--- src/ltr_ram.sv ---
`default_nettype none
// ----------------------------------------------------------------------------
// ltr_ram: generic simple dual-port RAM
// One write port and one read port, read data registered.
// ----------------------------------------------------------------------------
module ltr_ram #(
   parameter int WIDTH = 8,
   parameter int DEPTH = 16
) (
   input  wire logic                     clock,
   input  wire logic                     wr_en,
   input  wire logic [$clog2(DEPTH)-1:0] wr_addr,
   input  wire logic [WIDTH-1:0]         wr_data,
   input  wire logic                     rd_en,
   input  wire logic [$clog2(DEPTH)-1:0] rd_addr,
   output      logic [WIDTH-1:0]         rd_data
);

   logic [WIDTH-1:0] mem [DEPTH];
   logic [WIDTH-1:0] rd_data_ff;

   // Write port and registered read port.
   always_ff @(posedge clock) begin
      if (wr_en) begin
         mem[wr_addr] <= wr_data;
      end
      if (rd_en) begin
         rd_data_ff <= mem[rd_addr];
      end
   end

   assign rd_data = rd_data_ff;

endmodule
`default_nettype wire

--- config.mk ---
export PLATFORM = sky130hd
export DESIGN_NAME = ltr_ram
export DESIGN_NICKNAME = d
export VERILOG_FILES = /design/src/ltr_ram.sv
export SDC_FILE = /design/constraint.sdc
export NUM_CORES = 1
export LEC_CHECK = 0
export BUFFER_PORTS_ARGS = -buffer_cell sky130_fd_sc_hd__buf_2
export CAP_MARGIN = 10
export CELL_PAD_IN_SITES_DETAIL_PLACEMENT = 1
export CELL_PAD_IN_SITES_GLOBAL_PLACEMENT = 1
export CORE_UTILIZATION = 40
export DETAILED_ROUTE_END_ITERATION = 10
export PLACE_DENSITY_LB_ADDON = 0.1
export SLEW_MARGIN = 0
export SYNTH_ARGS = -nofsm -noshare
export SYNTH_HDL_FRONTEND = slang
export SYNTH_SLANG_ARGS = --single-unit
--- constraint.sdc ---
create_clock -name clock -period 3.59 [get_ports clock]
set_input_delay 0.718 -clock clock [delete_from_list [all_inputs] [get_ports clock]]
set_output_delay 0.718 -clock clock [all_outputs]
set_load 0.02 [all_outputs]
==> flow_summary.ini, run 1 <==
[routing]
drtIter0Drc = 137
vias_per_cell = 5.21
antenna_left = 0
firstDrtPassIters = 4
via_count = 2361
drc = 0
wl_um = 10700
wl_per_cell_um = 23.6

[worst_setup_path]
slowest_stage = mux4_1
critical_path.max_stage_delay_ns = 0.58
start_kind = input pin
cp_num_buf_inv = 2
required_ns = 3.74
worstPathArrival_ns = 2.48
worstSetupPathType = in -> reg
critical_path.cell_chain = buf_2 > buf_4 > mux4_1 > a22oi_1 > nand2_1
worst_setup_path_end_kind = flip-flop
r2r_setup_slack_ns = 2.09
critPathTopFamily = buffers and inverters
worstPathMaxFanout = 21

[global_route]
grt_overflow = 0
grt_pass1_wl_um = 16100
antenna_found_initial = 0
grt_usage_pct = 17.7
grt_pass1_vias = 2623
grt_start_max_net_pins = 23

[timing]
setup_violations = 0
finClkSkew_ns = 0.00863
rsz0062_at_grt = no
period_needed_ns = 2.32
drv_slew = 0
hold_viol_final = 0
slew_headroom_pct = 34.1
tightest_slew_ns = 0.984
finalWorstSetupSlack_ns = 1.27
setup_tns_ns = 0
min_period_over_period_pct = 64.8
fmax_mhz = 430

[min_path]
hold_path_class = in -> reg

[run]
drv_cap = 0

[clock_tree]
cts_root_buffer = clkbuf_16
postCtsHoldBufs = 0
cts_buffers = 17
ctsResizeCount = 0
worstSkewPairLatency_ns = 0.41
cts_tree = yes
cts_setup_buffers = 0
clk_pin_slew_ns = 0.06
ctsHtreeMaxLevel = 4
cts.sinks = 136
clockBufferDepth = 2

[place]
gp_congestion = 0.659
portBuffers = 26
place_hpwl_um = 6790
pre_cts_ws_ns = 0.820

[die]
initial_core_util_pct = 41.3
io_pins = 27
dieArea_um2 = 13500
core_um2 = 12700
die_x_um = 116
die_h_um = 116
rows = 41

[logic_synthesis]
synth_top_family_by_area = multiplexers
yosysWarnings = 0
yosysTopAreaCell = edfxtp_1
synth_nets = 248
synth.most_common_cell = edfxtp_1
synthAdderAreaFrac_pct = 0
postSynthAreaPerCell_um2 = 22.8
synth_cells = 229
ys.flop_type = edfxtp_1
yosysSeqAreaShare_pct = 78.1
synth_area_um2 = 5230
yosys-top-cells-count = 136 x edfxtp_1, 18 x mux4_2, 16 x a22oi_1
synth_xor_area_share_pct = 0
synthDistinctLibCells = 18
async_reset_ff_share_pct = 0
synth.area.top_cells = edfxtp_1 78%, mux4_2 7.8%, mux4_1 7.0%
synth.area.mux_share_pct = 14.8
ys_seq_elements = 136
synth_simple_gate_area_share_pct = 3.14
synth_top_cell_area_share_pct = 78.1
synth_compound_area_share_pct = 2.30
synth-edff-count = 136

[layout]
area_growth_pct = 15.6
diodes = 0
final_layout_size_suffix_gt1_share_pct = 26.3
nets = 291

[status]
outcome = finished clean

[power]
power_density_nw_per_um2 = 574
cellLeakagePower_nw = 2.00
p_int_w = 0.00278
seqPwrFrac_pct = 51.9
peakVddDrop_v = 0.000317
pwr-share-comb_pct = 4.8
swShare_pct = 20.0
total_power_w = 0.00347
power.switching_w = 0.000695
clockPowerShare_pct = 43.4
-- final timing paths --
kind         startpoint          to  depth (start not counted)
max reg2reg   mem[2][6]  rd_data[6]                          3
max          rd_addr[0]  rd_data[2]                          5
min reg2reg  mem[12][0]  rd_data[0]                          3
min               rd_en  rd_data[7]                          1
-- power by group through the flow --
stage / sequential (W) / clock, W / combinational (W)
final: 0.00180 / 0.00151 / 0.000166
after global routing: 0.00180 / 0.00160 / 0.000181
after CTS: 0.00180 / 0.00154 / 0.000171
after detailed placement: 0.00183 / 0 / 0.000170
after global placement: 0.00183 / 0 / 0.000167
after floorplan: 0.00184 / 0 / 0.0000903
-- metrics by stage --
| step | std cells | hold slack [ns] | cell area, um2 | util, % |
|---|---|---|---|---|
| after floorplan | 229 | 0.705 | 5230 | - |
| after global placement | 425 | 0.738 | 5550 | 43.8 |
| after detailed placement | 425 | 0.746 | 5550 | 43.8 |
| after CTS | 453 | 0.657 | 6040 | 47.7 |
| after global routing | 453 | 0.661 | 6040 | 47.7 |
| final | 453 | 0.682 | 6040 | 47.7 |
-- logic make-up (layout without fill, tap and decap cells) --
| kind of cell | count (synthesis) | after routing |
|---|---|---|
| AO/OA/AOI/OAI | 16 | 16 |
| buffers and inverters | 10 | 62 |
| flip-flops | 136 | 136 |
| multiplexers | 32 | 32 |
| AND/OR/NAND/NOR | 35 | 35 |
-- final cells by class --
type / count / area, um2
Tap cell: 172 / 215
Multi-Input combinational cell: 83 / 1060
Timing Repair Buffer: 34 / 190
Fill cell: 1173 / 6630
Clock buffer: 20 / 437
Sequential cell: 136 / 4080
Clock inverter: 8 / 60.1
-- per-layer routing --
layer  up-vias  track usage [%]  share of wire, %
met1      1242             23.2                46
met3        11             4.41               2.9
met2        45             28.7                50
met5         -                0                 0
li1       1063                -                 -
met4         0             6.92               1.1
-- placed cells by master, fill, tap and decap left out, drive strengths merged, types with 2 or more instances in the layout --
| cell | instances |
|---|---|
| clkinv | 7 |
| nor2 | 13 |
| clkbuf | 20 |
| nand3b | 2 |
| nand2 | 9 |
| nor3 | 4 |
| a22oi | 16 |
| buf | 34 |
| mux4 | 32 |
| edfxtp | 136 |
| nand2b | 2 |
-- worst reg2reg max path, stage by stage (launching register included) --
cell and delay, ns:
edfxtp_1 0.37, mux4_2 0.46, a22oi_1 0.25, nand2_1 0.14
-- registers in the layout, indices dropped and copies added, names as in the netlist --
signal   flops
rd_data      8
mem        128
Note: power is estimated with default switching activity, not from simulation.
==> run 2, diff against run 1 <==
clock period = 2.3 ns   (was 3.59 ns; I/O delays follow)
==> flow_summary.ini, run 2 (same netlist as run 1, synthesis figures left out) <==
[global_route]
grt_pass1_vias = 2692
grt_start_max_net_pins = 33
grt_overflow = 0
grt_pass1_wl_um = 15800
grt_usage_pct = 17.4
antenna_found_initial = 0

[layout]
nets = 304
final_layout_size_suffix_gt1_share_pct = 30.5
largest_reg_flops = 128
fin_util_pct = 49.7
area_growth_pct = 20.5
fillers = 1158
diodes = 0
max_flop_register = mem
final_common_cell = edfxtp_1
most-common-layout-cells = 136 x edfxtp_1, 26 x buf_2, 18 x mux4_2, 18 x buf_4, 17 x clkbuf_16

[clock_tree]
worstSkewPairLatency_ns = 0.41
cts_setup_buffers = 0
clockBufferDepth = 2
cts.sinks = 136
ctsResizeCount = 0
ctsHtreeMaxLevel = 4
postCtsHoldBufs = 0
cts_tree = yes
cts_buffers = 17
cts_root_buffer = clkbuf_16
clk_pin_slew_ns = 0.05

[worst_setup_path]
worstPathMaxFanout = 17
critical_path.cell_chain = buf_2 > buf_12 > mux4_1 > a22oi_1 > nand2_1
worstPathArrival_ns = 1.71
worst_setup_path_end_kind = flip-flop
required_ns = 2.45
slowest_stage = mux4_1
worstSetupPathType = in -> reg
start_kind = input pin
critical_path.max_stage_delay_ns = 0.56

[timing]
min_period_over_period_pct = 67.9
period_needed_ns = 1.56
drv_slew = 0
setup_tns_ns = 0
finClkSkew_ns = 0.00691
slew_headroom_pct = 70.0
rsz0062_at_grt = no
setup_violations = 0
fmax_mhz = 640
tightest_slew_ns = 0.450
hold_viol_final = 0
finalWorstSetupSlack_ns = 0.738

[power]
p_int_w = 0.00481
cellLeakagePower_nw = 2.14
peakVddDrop_v = 0.000453
pwr-share-comb_pct = 4.6
power.switching_w = 0.00111
swShare_pct = 18.7
seqPwrFrac_pct = 47.5
clockPowerShare_pct = 47.9
power_density_nw_per_um2 = 940
total_power_w = 0.00592

[routing]
drtIter0Drc = 98
drc = 0
firstDrtPassIters = 4
wl_um = 10300
wl_per_cell_um = 22.0
antenna_left = 0
vias_per_cell = 5.18
via_count = 2433

[place]
gp_congestion = 0.654
pre_cts_ws_ns = 0.295
portBuffers = 26
place_hpwl_um = 6750

[die]
die_x_um = 116
rows = 41
dieArea_um2 = 13500
initial_core_util_pct = 41.3
io_pins = 27
die_h_um = 116
core_um2 = 12700

[status]
outcome = finished clean

[run]
drv_cap = 0

[min_path]
hold_path_class = in -> reg
run 2: changes by cell type in the layout (fill, tap and decap cells not counted), sizes merged:
cell and change:
bufinv +4, buf +13
run 2: layout make-up:
cell class	instances	area, um2	area share [%]
multi-input combinational	83	1060	16.8
timing repair buffer	47	325	5.16
clock buffer	20	437	6.93
clock inverter	12	180	2.86
tap	172	215	3.42
sequential	136	4080	64.8
run 2: worst max-delay path: cells and delay by family:
kind	cells	cell delay (ns)
buffers and inverters	2	0.33
AND/OR/NAND/NOR	1	0.09
AO/OA/AOI/OAI	1	0.24
multiplexers	1	0.56
run 2: stage by stage:
stage	hold slack, ns	area (um2)	cells
after global routing	0.411	6300	470
after global placement	0.730	5680	438
after floorplan	0.559	5230	229
after detailed placement	0.751	5680	438
after CTS	0.413	6300	470
final	0.430	6300	470
run 2: power by group through the flow:
stage	Combinational (W)	Sequential (W)	Clock, W
2_1_floorplan	0.000141	0.00287	0
3_3_place_gp	0.000273	0.00286	0
3_5_place_dp	0.000278	0.00286	0
4_1_cts	0.000281	0.00281	0.00289
5_1_grt	0.000295	0.00281	0.00300
6_report	0.000273	0.00281	0.00284
run 2: final timing paths:
path / start / to / slack (ns) / depth (start not counted)
setup / recovery: rd_addr[0] / rd_data[3] / 0.74 / 5
hold / removal: rd_en / rd_data[7] / 0.43 / 1
setup reg to reg: mem[1][3] / rd_data[3] / 0.83 / 3
hold reg to reg: mem[12][2] / rd_data[2] / 0.76 / 3
run 2: layer usage:
layer	up-vias	wire length, um	track usage (%)
met2	41	5320	29.4
li1	1089	-	-
met1	1291	4570	21.4
met4	0	123	5.90
met3	12	307	5.19
met5	-	0	0
