--- config.mk ---
export PLATFORM = sky130hd
export DESIGN_NAME = ltr_join
export DESIGN_NICKNAME = d
export VERILOG_FILES = /design/src/ltr_pkg.sv /design/src/ltr_join.sv
export SDC_FILE = /design/constraint.sdc
export NUM_CORES = 1
export LEC_CHECK = 0
export BUFFER_PORTS_ARGS = -buffer_cell sky130_fd_sc_hd__buf_2
export CAP_MARGIN = 10
export CELL_PAD_IN_SITES_DETAIL_PLACEMENT = 0
export CELL_PAD_IN_SITES_GLOBAL_PLACEMENT = 1
export CORE_UTILIZATION = 35
export DETAILED_ROUTE_END_ITERATION = 8
export PLACE_DENSITY_LB_ADDON = 0.25
export REMOVE_ABC_BUFFERS = 1
export SYNTH_ARGS = -nofsm -noshare
export SYNTH_HDL_FRONTEND = slang
export SYNTH_SLANG_ARGS = --single-unit
--- constraint.sdc ---
create_clock -name vclk -period 4.79
set_input_delay 0.2395 -clock vclk [all_inputs]
set_output_delay 0.2395 -clock vclk [all_outputs]
set_load 0.1 [all_outputs]
--- src/ltr_pkg.sv ---
`default_nettype none
// ----------------------------------------------------------------------------
// ltr_pkg: shared types and constants for the longest equal run tracker
// Holds the tree geometry, the packed tree node and the result saturation.
// ----------------------------------------------------------------------------
package ltr_pkg;

   // Tree geometry. The string length is a power of two, so the leaf for a
   // position sits at slot LENGTH_MAX + position and the root at slot 1.
   localparam int LENGTH_MAX = 1024;
   localparam int SLOT_COUNT = 2 * LENGTH_MAX;
   localparam int SLOT_W     = $clog2(SLOT_COUNT);
   localparam int RUN_W      = $clog2(LENGTH_MAX + 1);

   // Beat field widths.
   localparam int POS_W    = 10;
   localparam int SYM_W    = 8;
   localparam int RESULT_W = 11;
   localparam int RESULT_MAX = 2047;

   // Request mode codes.
   localparam logic MODE_LOAD   = 1'b0;
   localparam logic MODE_UPDATE = 1'b1;

   // Slot numbers that the walk refers to by name.
   localparam logic [SLOT_W-1:0] ROOT_SLOT = SLOT_W'(1);

   // One tree node as it is kept in the node memory.
   typedef struct packed {
      logic [RUN_W-1:0] size;
      logic [SYM_W-1:0] first_sym;
      logic [SYM_W-1:0] last_sym;
      logic [RUN_W-1:0] prefix;
      logic [RUN_W-1:0] suffix;
      logic [RUN_W-1:0] longest;
   } node_type;

   localparam int NODE_W = $bits(node_type);

   // Clamp a run length to the width of the result field.
   function automatic logic [RESULT_W-1:0] sat_result(input logic [RUN_W-1:0] run);
      logic [31:0] wide;
      wide = 32'(run);
      if (wide > 32'(RESULT_MAX)) begin
         return RESULT_W'(RESULT_MAX);
      end
      return RESULT_W'(wide);
   endfunction

endpackage
`default_nettype wire

--- src/ltr_join.sv ---
`default_nettype none
// ----------------------------------------------------------------------------
// ltr_join: node merge unit
// Combines a left and a right child node into their parent node.
// ----------------------------------------------------------------------------
module ltr_join (
   input  wire ltr_pkg::node_type lo,
   input  wire ltr_pkg::node_type hi,
   output      ltr_pkg::node_type joined
);

   logic [ltr_pkg::RUN_W-1:0] best_side;
   logic [ltr_pkg::RUN_W-1:0] bridge;

   // Longest run of either child, and the run that spans the split.
   assign best_side = (lo.longest > hi.longest) ? lo.longest : hi.longest;
   assign bridge    = lo.suffix + hi.prefix;

   always_comb begin
      if (lo.size == '0) begin
         // An empty left child passes the right one through.
         joined = hi;
      end else if (hi.size == '0) begin
         joined = lo;
      end else begin
         joined.size      = lo.size + hi.size;
         joined.first_sym = lo.first_sym;
         joined.last_sym  = hi.last_sym;
         // The prefix grows into the right child when the left is one run of the right's first symbol.
         joined.prefix = lo.prefix;
         if (lo.prefix == lo.size && lo.first_sym == hi.first_sym) begin
            joined.prefix = lo.prefix + hi.prefix;
         end
         // The suffix grows into the left child when the right is one run of the left's last symbol.
         joined.suffix = hi.suffix;
         if (hi.suffix == hi.size && lo.last_sym == hi.last_sym) begin
            joined.suffix = hi.suffix + lo.suffix;
         end
         joined.longest = best_side;
         if (lo.last_sym == hi.first_sym && bridge > best_side) begin
            joined.longest = bridge;
         end
      end
   end

endmodule
`default_nettype wire
==> results of run 1 <==
## cell type report
class | count | area (µm²)
Multi-Input combinational cell | 543 | 3953
Fill cell | 1199 | 6083
Antenna cell | 1 | 2.502
Tap cell | 143 | 178.9
Inverter | 27 | 101.3
Timing Repair Buffer | 191 | 1149
## critical path: stages
cell      delay [ns]
buf_2           0.10
ha_1            0.18
inv_1           0.06
fa_1            0.40
nor2b_1         0.18
o2111a_1        0.23
nor3_2          0.08
or3_1           0.35
and3_1          0.17
ha_1            0.30
nand4_1         0.14
nor3_1          0.12
nor3_1          0.42
nand2_1         0.24
a21oi_1         0.42
o21ai_0         0.13
o22ai_1         0.25
buf_12          0.22
## cells in the mapped netlist (all sizes together) (4+ instances only)
library cell / n / area (µm²)
nor2: 34 / 130.1
o21a: 5 / 37.54
clkbuf: 11 / 41.29
o22ai: 7 / 43.79
or3: 6 / 37.54
fa: 4 / 80.08
xor2: 18 / 157.7
nand2b: 4 / 25.02
nor4: 10 / 68.81
nand4: 14 / 93.84
o211ai: 4 / 30.03
o21ai: 40 / 200.2
buf: 8 / 51.30
mux2: 10 / 112.6
a22o: 11 / 96.34
xnor2: 54 / 473.0
ha: 62 / 775.7
a21oi: 41 / 205.2
inv: 27 / 101.4
nor2b: 13 / 81.33
mux2i: 21 / 210.2
nand3: 14 / 70.07
a211oi: 7 / 52.55
nand2: 65 / 244.0
a21o: 15 / 112.6
a2111oi: 4 / 35.03
a22oi: 4 / 30.03
nor3: 23 / 115.1
and3: 5 / 31.28
a31oi: 6 / 37.54
a221oi: 5 / 43.79
## cells by family (layout without fill, tap and decap cells)
kind of cell,Yosys count,count (layout),synth area share [%]
AO/OA/AOI/OAI,173,173,27.56
buffers and inverters,46,218,4.690
adder cells (fa/ha/maj),66,66,20.70
XOR/XNOR,72,72,15.25
other,0,1,0
AND/OR/NAND/NOR,201,201,23.99
multiplexers,31,31,7.806
## worst max-delay path by stage
stage                 end  cells past startpoint
2_1_floorplan  joined[10]                     15
3_3_place_gp    joined[3]                     18
3_5_place_dp    joined[3]                     18
4_1_cts         joined[3]                     18
5_1_grt         joined[3]                     18
6_report        joined[3]                     18
## power by group
group	switching [µW]	total, µW	internal [µW]
logic	702	1040	334
registers	0	0	0
clock network	0	0.0000279	0.0000279
total	702	1040	334
## metal layers
metal	share of wire, %	global-route usage [%]	wire [µm]	up-vias
met4	2.3	5.067	369	0
met5	0	0	0	-
met3	6.8	2.460	1084	24
met2	46	43.81	7362	205
li1	-	-	-	2552
met1	45	33.88	7134	2349
## per-stage QoR
stage | setup slack [ns] | hold slack [ns] | instance area [µm²] | utilization, % | setup TNS, ns
after floorplan | -0.9772 | 0.9161 | 4043 | - | -4.066
after global placement | 0.4979 | 0.9318 | 5376 | 46.88 | 0
after detailed placement | 0.3653 | 0.9310 | 5376 | 46.88 | 0
after CTS | 0.3489 | 0.9313 | 5376 | 46.88 | 0
after global routing | 0.03203 | 0.9411 | 5384 | 46.95 | 0
final | 0.2842 | 0.9321 | 5384 | 46.95 | 0
==> metrics.yaml, run 1 <==
timing:
  slew_viol_final: 0
  fin_crit_ns: 4.506
  hold_violations: 0
  maxSlewHeadroom_pct: 44.22
  max_freq_mhz: 221.9
  rsz0062_at_grt: "no"
  tightest_slew_ns: 0.8367
  setup_violations: 0
  period_share_pct: 94.07
yosys:
  yosysSeqAreaShare_pct: 0
  syn_area_um2: 4135
  syn_inst: 589
  synth_area_per_cell_um2: 7.021
  ys_warn_count: 0
  ys_types: 59
die:
  core_area_um2: 11470
  io_pins: 180
  start_util_pct: 36.06
  die_h_um: 110.7
  die_x_um: 110.7
  rows: 39
  die_area_um2: 12250
layout:
  seqCellArea_um2: 0
  clkbuf_count: 0
  final_common_cell: "buf_2"
  seq_cell_count: 0
  area_growth_pct: 30.20
  final_cell_mix: "buf_2, nand2_1, ha_1"
  stdcell_count: 905
  nNetsFinal: 949
  drive_gt1_share_pct: 27.60
pwr:
  leakage_uw: 0.002514
  power_density_nw_per_um2: 192.5
  total_power_uw: 1036
  ir_worst_vdd_v: 0.0001317
detailed_routing:
  viasPerCell: 5.669
  drt-pass1-iter-count: 5
  drt_iter0_markers: 383
  wl_um: 15950
  ant_nets: 0
  post-route-drc-count: 0
  vias: 5130
  drt-wirelength-per-cell_um: 17.62
setup_path:
  path_class: "input port to output port"
  cp-start-kind: "input port"
  cp_max_fo: 5
  endpoint_kind: "output port"
  worstPathRequired_ns: 4.55
  cp-startpoint: "lo[11]"
  cp.arrival_ns: 4.27
grt:
  grt_antenna_before_repair: 1
  grt_pass1_wl_um: 25540
  grt_use_total_pct: 25.27
  grt_pass1_vias: 4999
  grt_max_degree: 38
  grt_overflow: 0
clock_network:
  cts_setup_buffers: 0
  holdBufCountCts: 0
  cts_resized: 0
placed_design:
  dp_hpwl_um: 13550
  dp.cells: 904
  place_congestion: 0.8728
  port_buffers: 180
worst_hold_path:
  holdCritPathClass: "input port to output port"
  holdPathStages: 4
  holdCritStartpoint: "hi[1]"
  holdPathEnd: "joined[1]"
job:
  cap_violations: 0
run_status:
  status: "completed"
Power figures use the tool's default switching activity.
==> inputs of run 2 (changes only) <==
Settings changed: ABC_AREA set to 1, CORE_UTILIZATION 35 to 34.
==> metrics.yaml, run 2 <==
die:
  core_area_um2: 14750
  die_h_um: 125.9
  die_area_um2: 15840
  die_x_um: 125.9
  io_pins: 180
  start_util_pct: 35.36
  rows: 44
yosys:
  synth.area.top_cells: "nand2_1, ha_1, inv_1"
  ys_warn_count: 0
  synth_area_leader_cell: "nand2_1"
  yosysSeqAreaShare_pct: 0
  syn_inst: 1005
  syn_area_um2: 5218
  ys_types: 39
  synth_common_cells: "nand2_1, inv_1, nand3_1, nor2_1, ha_1"
  synth_area_per_cell_um2: 5.192
  synth_most_common_cell: "nand2_1"
  yosysTopAreaCellShare_pct: 25.68
pwr:
  power_density_nw_per_um2: 160.0
  total_power_uw: 997.5
  p_comb_share_pct: 100.0
  pwr-share-seq_pct: 0
  ir_worst_vdd_v: 0.0001159
  p_sw_uw: 728.5
  p_sw_share_pct: 73.03
  leakage_uw: 0.003774
  p_int_uw: 269.0
  clkPwrFrac_pct: 0
layout:
  final_cell_mix: "nand2_1, buf_2, inv_1"
  seq_cell_count: 0
  num-fill-cells: 1790
  clkbuf_count: 0
  area_growth_pct: 19.50
  drive_gt1_share_pct: 17.99
  stdcell_count: 1351
  nNetsFinal: 1355
  final_area_um2: 6235
  diodes: 0
  seqCellArea_um2: 0
  multi_input_area_um2: 4513
  final_common_cell: "nand2_1"
clock_network:
  cts_resized: 0
  cts_setup_buffers: 0
  holdBufCountCts: 0
setup_path:
  cp_max_fo: 13
  cp_slowest_stage_delay_ns: 0.43
  cp.arrival_ns: 3.95
  worstPathRequired_ns: 4.55
  path_class: "input port to output port"
  cp-start-kind: "input port"
  crit_chain: "buf_2 > ha_1 > a21o_1 > nor2_1 > nand3_1 > nand2_2 > nand2_1 > and2_1 > ha_1 > nand2_1 > nor2_1 > nand3_1 > nand3_1 > nor2_1 > buf_4 > nand2_1 > nand3_1 > nand3_1 > nand2_1 > nand2_1 > buf_2"
  endpoint_kind: "output port"
  slowest_stage: "nand3_1"
detailed_routing:
  drt-pass1-iter-count: 5
  post-route-drc-count: 0
  wl_um: 18730
  drt_iter0_markers: 306
  viasPerCell: 4.932
  vias: 6663
  drt-wirelength-per-cell_um: 13.86
  ant_nets: 0
timing:
  period_share_pct: 87.56
  setup_violations: 0
  fin_crit_ns: 4.194
  rsz0062_at_grt: "no"
  maxSlewHeadroom_pct: 50.99
  tightest_slew_ns: 0.7351
  max_freq_mhz: 238.4
  holdWs_ns: 0.9584
  hold_violations: 0
  slew_viol_final: 0
  fin_tns_setup_ns: 0
job:
  cap_violations: 0
grt:
  grt_antenna_before_repair: 1
  grt_max_degree: 45
  grt_overflow: 0
  grt_use_total_pct: 23.03
  grt_pass1_wl_um: 29780
  grt_pass1_vias: 6020
placed_design:
  place_congestion: 0.9109
  placed_area_um2: 6235
  port_buffers: 180
  dp_hpwl_um: 15890
  dp.cells: 1351
worst_hold_path:
  holdCritPathClass: "input port to output port"
run_status:
  status: "completed"
## run 2: cell count changes in the layout (fill, tap and decap cells not counted), sizes merged, moves of 13 or more
cell | previous run | this run
nor2 | 34 | 86
nor3 | 23 | 9
o21ai | 40 | 55
xnor2 | 54 | 25
nand2 | 65 | 363
mux2i | 21 | 0
inv | 27 | 150
nor2b | 13 | 0
nand3 | 14 | 100
## run 2: layout make-up
class                           instances  share of cell area, %
Multi-Input combinational cell        833                  72.39
Timing Repair Buffer                  183                  14.81
Inverter                              151                  9.111
Tap cell                              184                  3.693
## run 2: worst paths after layout
check / startpoint / end / slack (ns) / cells past startpoint
worst max-delay path: lo[10] / joined[1] / 0.60 / 21
worst min-delay path: hi[3] / joined[3] / 0.96 / 4
## run 2: through the flow
step / utilization, % / setup slack, ns
floorplan: - / 0.8827
global placement: 42.26 / 0.6283
detailed placement: 42.26 / 0.5764
CTS: 42.26 / 0.5711
global route: 42.26 / 0.2347
finish: 42.26 / 0.5957
## run 2: cells by family (layout without fill, tap and decap cells)
family / after synthesis / in the layout / share of synthesized area [%]
simple gates: 584 / 584 / 47.82
fa+ha+maj: 66 / 66 / 16.40
compound gates: 138 / 138 / 14.72
xor+xnor: 45 / 45 / 7.554
buf+inv: 172 / 334 / 13.50
## run 2: worst max-delay path: cells and delay by family
kind,cells,cell delay [ns]
and+or+nand+nor,15,2.24
buffers and inverters,3,0.70
AOI/OAI and AO/OA,1,0.19
adders and majority gates,2,0.57
## run 2: routing by layer
metal | routed length, µm | global-route usage (%) | part of all wire (%)
met1 | 9081 | 31.52 | 48
met2 | 8399 | 40.23 | 45
met3 | 988 | 1.869 | 5.3
met4 | 249 | 2.906 | 1.3
met5 | 8 | 0 | 0.043
## run 2: power by group through the flow
stage               registers, µW  clock network (µW)  logic [µW]
global route                    0                   0        1100
detailed placement              0                   0         995
floorplan                       0                   0         761
global placement                0                   0         994
CTS                             0                   0         999
finish                          0                   0         998
==> inputs of run 3 (changes only) <==
Settings changed: CORE_ASPECT_RATIO set to 1.75.
==> metrics.yaml, run 3 (same netlist as run 2, synthesis figures left out) <==
clock_network:
  holdBufCountCts: 0
  cts_setup_buffers: 0
  cts_resized: 0
placed_design:
  place_congestion: 0.9010
  port_buffers: 180
  dp_hpwl_um: 18070
grt:
  grt_pass1_vias: 6559
  grt_pass1_wl_um: 31430
  grt_max_degree: 28
  grt_antenna_before_repair: 0
  grt_overflow: 0
  grt_use_total_pct: 25.33
timing:
  hold_violations: 0
  fin_crit_ns: 3.864
  period_share_pct: 80.66
  setup_violations: 0
  tightest_slew_ns: 0.8483
  max_freq_mhz: 258.8
  slew_viol_final: 0
  rsz0062_at_grt: "no"
  maxSlewHeadroom_pct: 43.31
  fin_tns_setup_ns: 0
detailed_routing:
  drt-pass1-iter-count: 5
  wl_um: 20660
  viasPerCell: 5.052
  drt-wirelength-per-cell_um: 15.25
  dr_wl_met2_um: 11000
  wl_met1_um: 7315
  ant_nets: 0
  drt_iter0_markers: 232
  post-route-drc-count: 0
  vias: 6846
  top_layer_used: "met4"
  dr_wl_met3_um: 1071
layout:
  nNetsFinal: 1360
  final_common_cell: "nand2_1"
  final_util_pct: 42.05
  seq_cell_count: 0
  drive_gt1_share_pct: 18.34
  final_cell_mix: "nand2_1, buf_2, inv_1"
  diodes: 0
  area_growth_pct: 20.19
  num-fill-cells: 1771
  seqCellArea_um2: 0
  clkbuf_count: 0
run_status:
  status: "completed"
setup_path:
  cp_max_fo: 10
  crit_chain: "buf_2 > inv_1 > ha_1 > nand2_1 > o21ai_0 > nand2_1 > nand3_1 > nand2_2 > nand2_1 > nand2_1 > ha_1 > nand2_1 > nor2_1 > nand3_1 > nand3_1 > nor2_1 > nand2_1 > buf_4 > nand3_1 > nand3_1 > nand2_1 > nand2_1 > buf_2"
  crit_top_cell: "nand2_1"
  cp.arrival_ns: 3.62
  crit_cells: 23
  crit_buf_inv: 4
  slowest_stage: "buf_2"
  worstPathRequired_ns: 4.55
  path_class: "input port to output port"
  endpoint_kind: "output port"
  cpLargestDelayFamily: "simple AND/OR/NAND/NOR gates"
  cp_slowest_stage_delay_ns: 0.41
  cp-start-kind: "input port"
pwr:
  leakage_uw: 0.003798
  ir_worst_vdd_v: 0.00008081
  power_density_nw_per_um2: 162.1
worst_hold_path:
  holdPathStages: 4
  holdCritPathClass: "input port to output port"
die:
  start_util_pct: 34.99
  rows: 59
  io_pins: 180
  core_area_um2: 14910
  die_h_um: 165.9
  die_area_um2: 15860
  die_x_um: 95.64
job:
  cap_violations: 0
run 3: changes by cell type in the layout (fill, tap and decap cells not counted):
cell | before | now
buf_4 | 3 | 8
run 3: through the flow:
step	cells	total power [µW]	hold slack, ns	setup slack, ns	area [µm²]
finish	1355	1017	0.9567	0.9264	6271
detailed placement	1355	1017	0.9597	0.8834	6271
floorplan	984	761.1	0.9161	0.8827	5081
global placement	1355	1017	0.9569	0.9354	6271
global route	1355	1109	0.9701	0.4833	6271
CTS	1355	1021	0.9607	0.8652	6271
run 3: final cells by class:
| cell class | instances | area, µm² | share of cell area, % |
|---|---|---|---|
| inverters | 151 | 568.0 | 9.058 |
| well taps | 183 | 229.0 | 3.651 |
| repair buffers | 188 | 960.9 | 15.32 |
| multi-input cells | 833 | 4513 | 71.97 |
run 3: report_power, final:
group | internal, µW | switching (µW)
combinational | 272 | 745
clock | 0 | 0
sequential | 0 | 0
total | 272 | 745
run 3: path summary, 6_finish.rpt:
| path | end | startpoint | slack, ns |
|---|---|---|---|
| worst max-delay path | joined[1] | hi[2] | 0.93 |
| worst min-delay path | joined[1] | hi[1] | 0.96 |
run 3: routing by layer:
metal	vias up	track usage, %
met5	-	0
met4	0	13.30
met3	58	1.511
met2	227	49.88
met1	3003	25.10
li1	3558	-
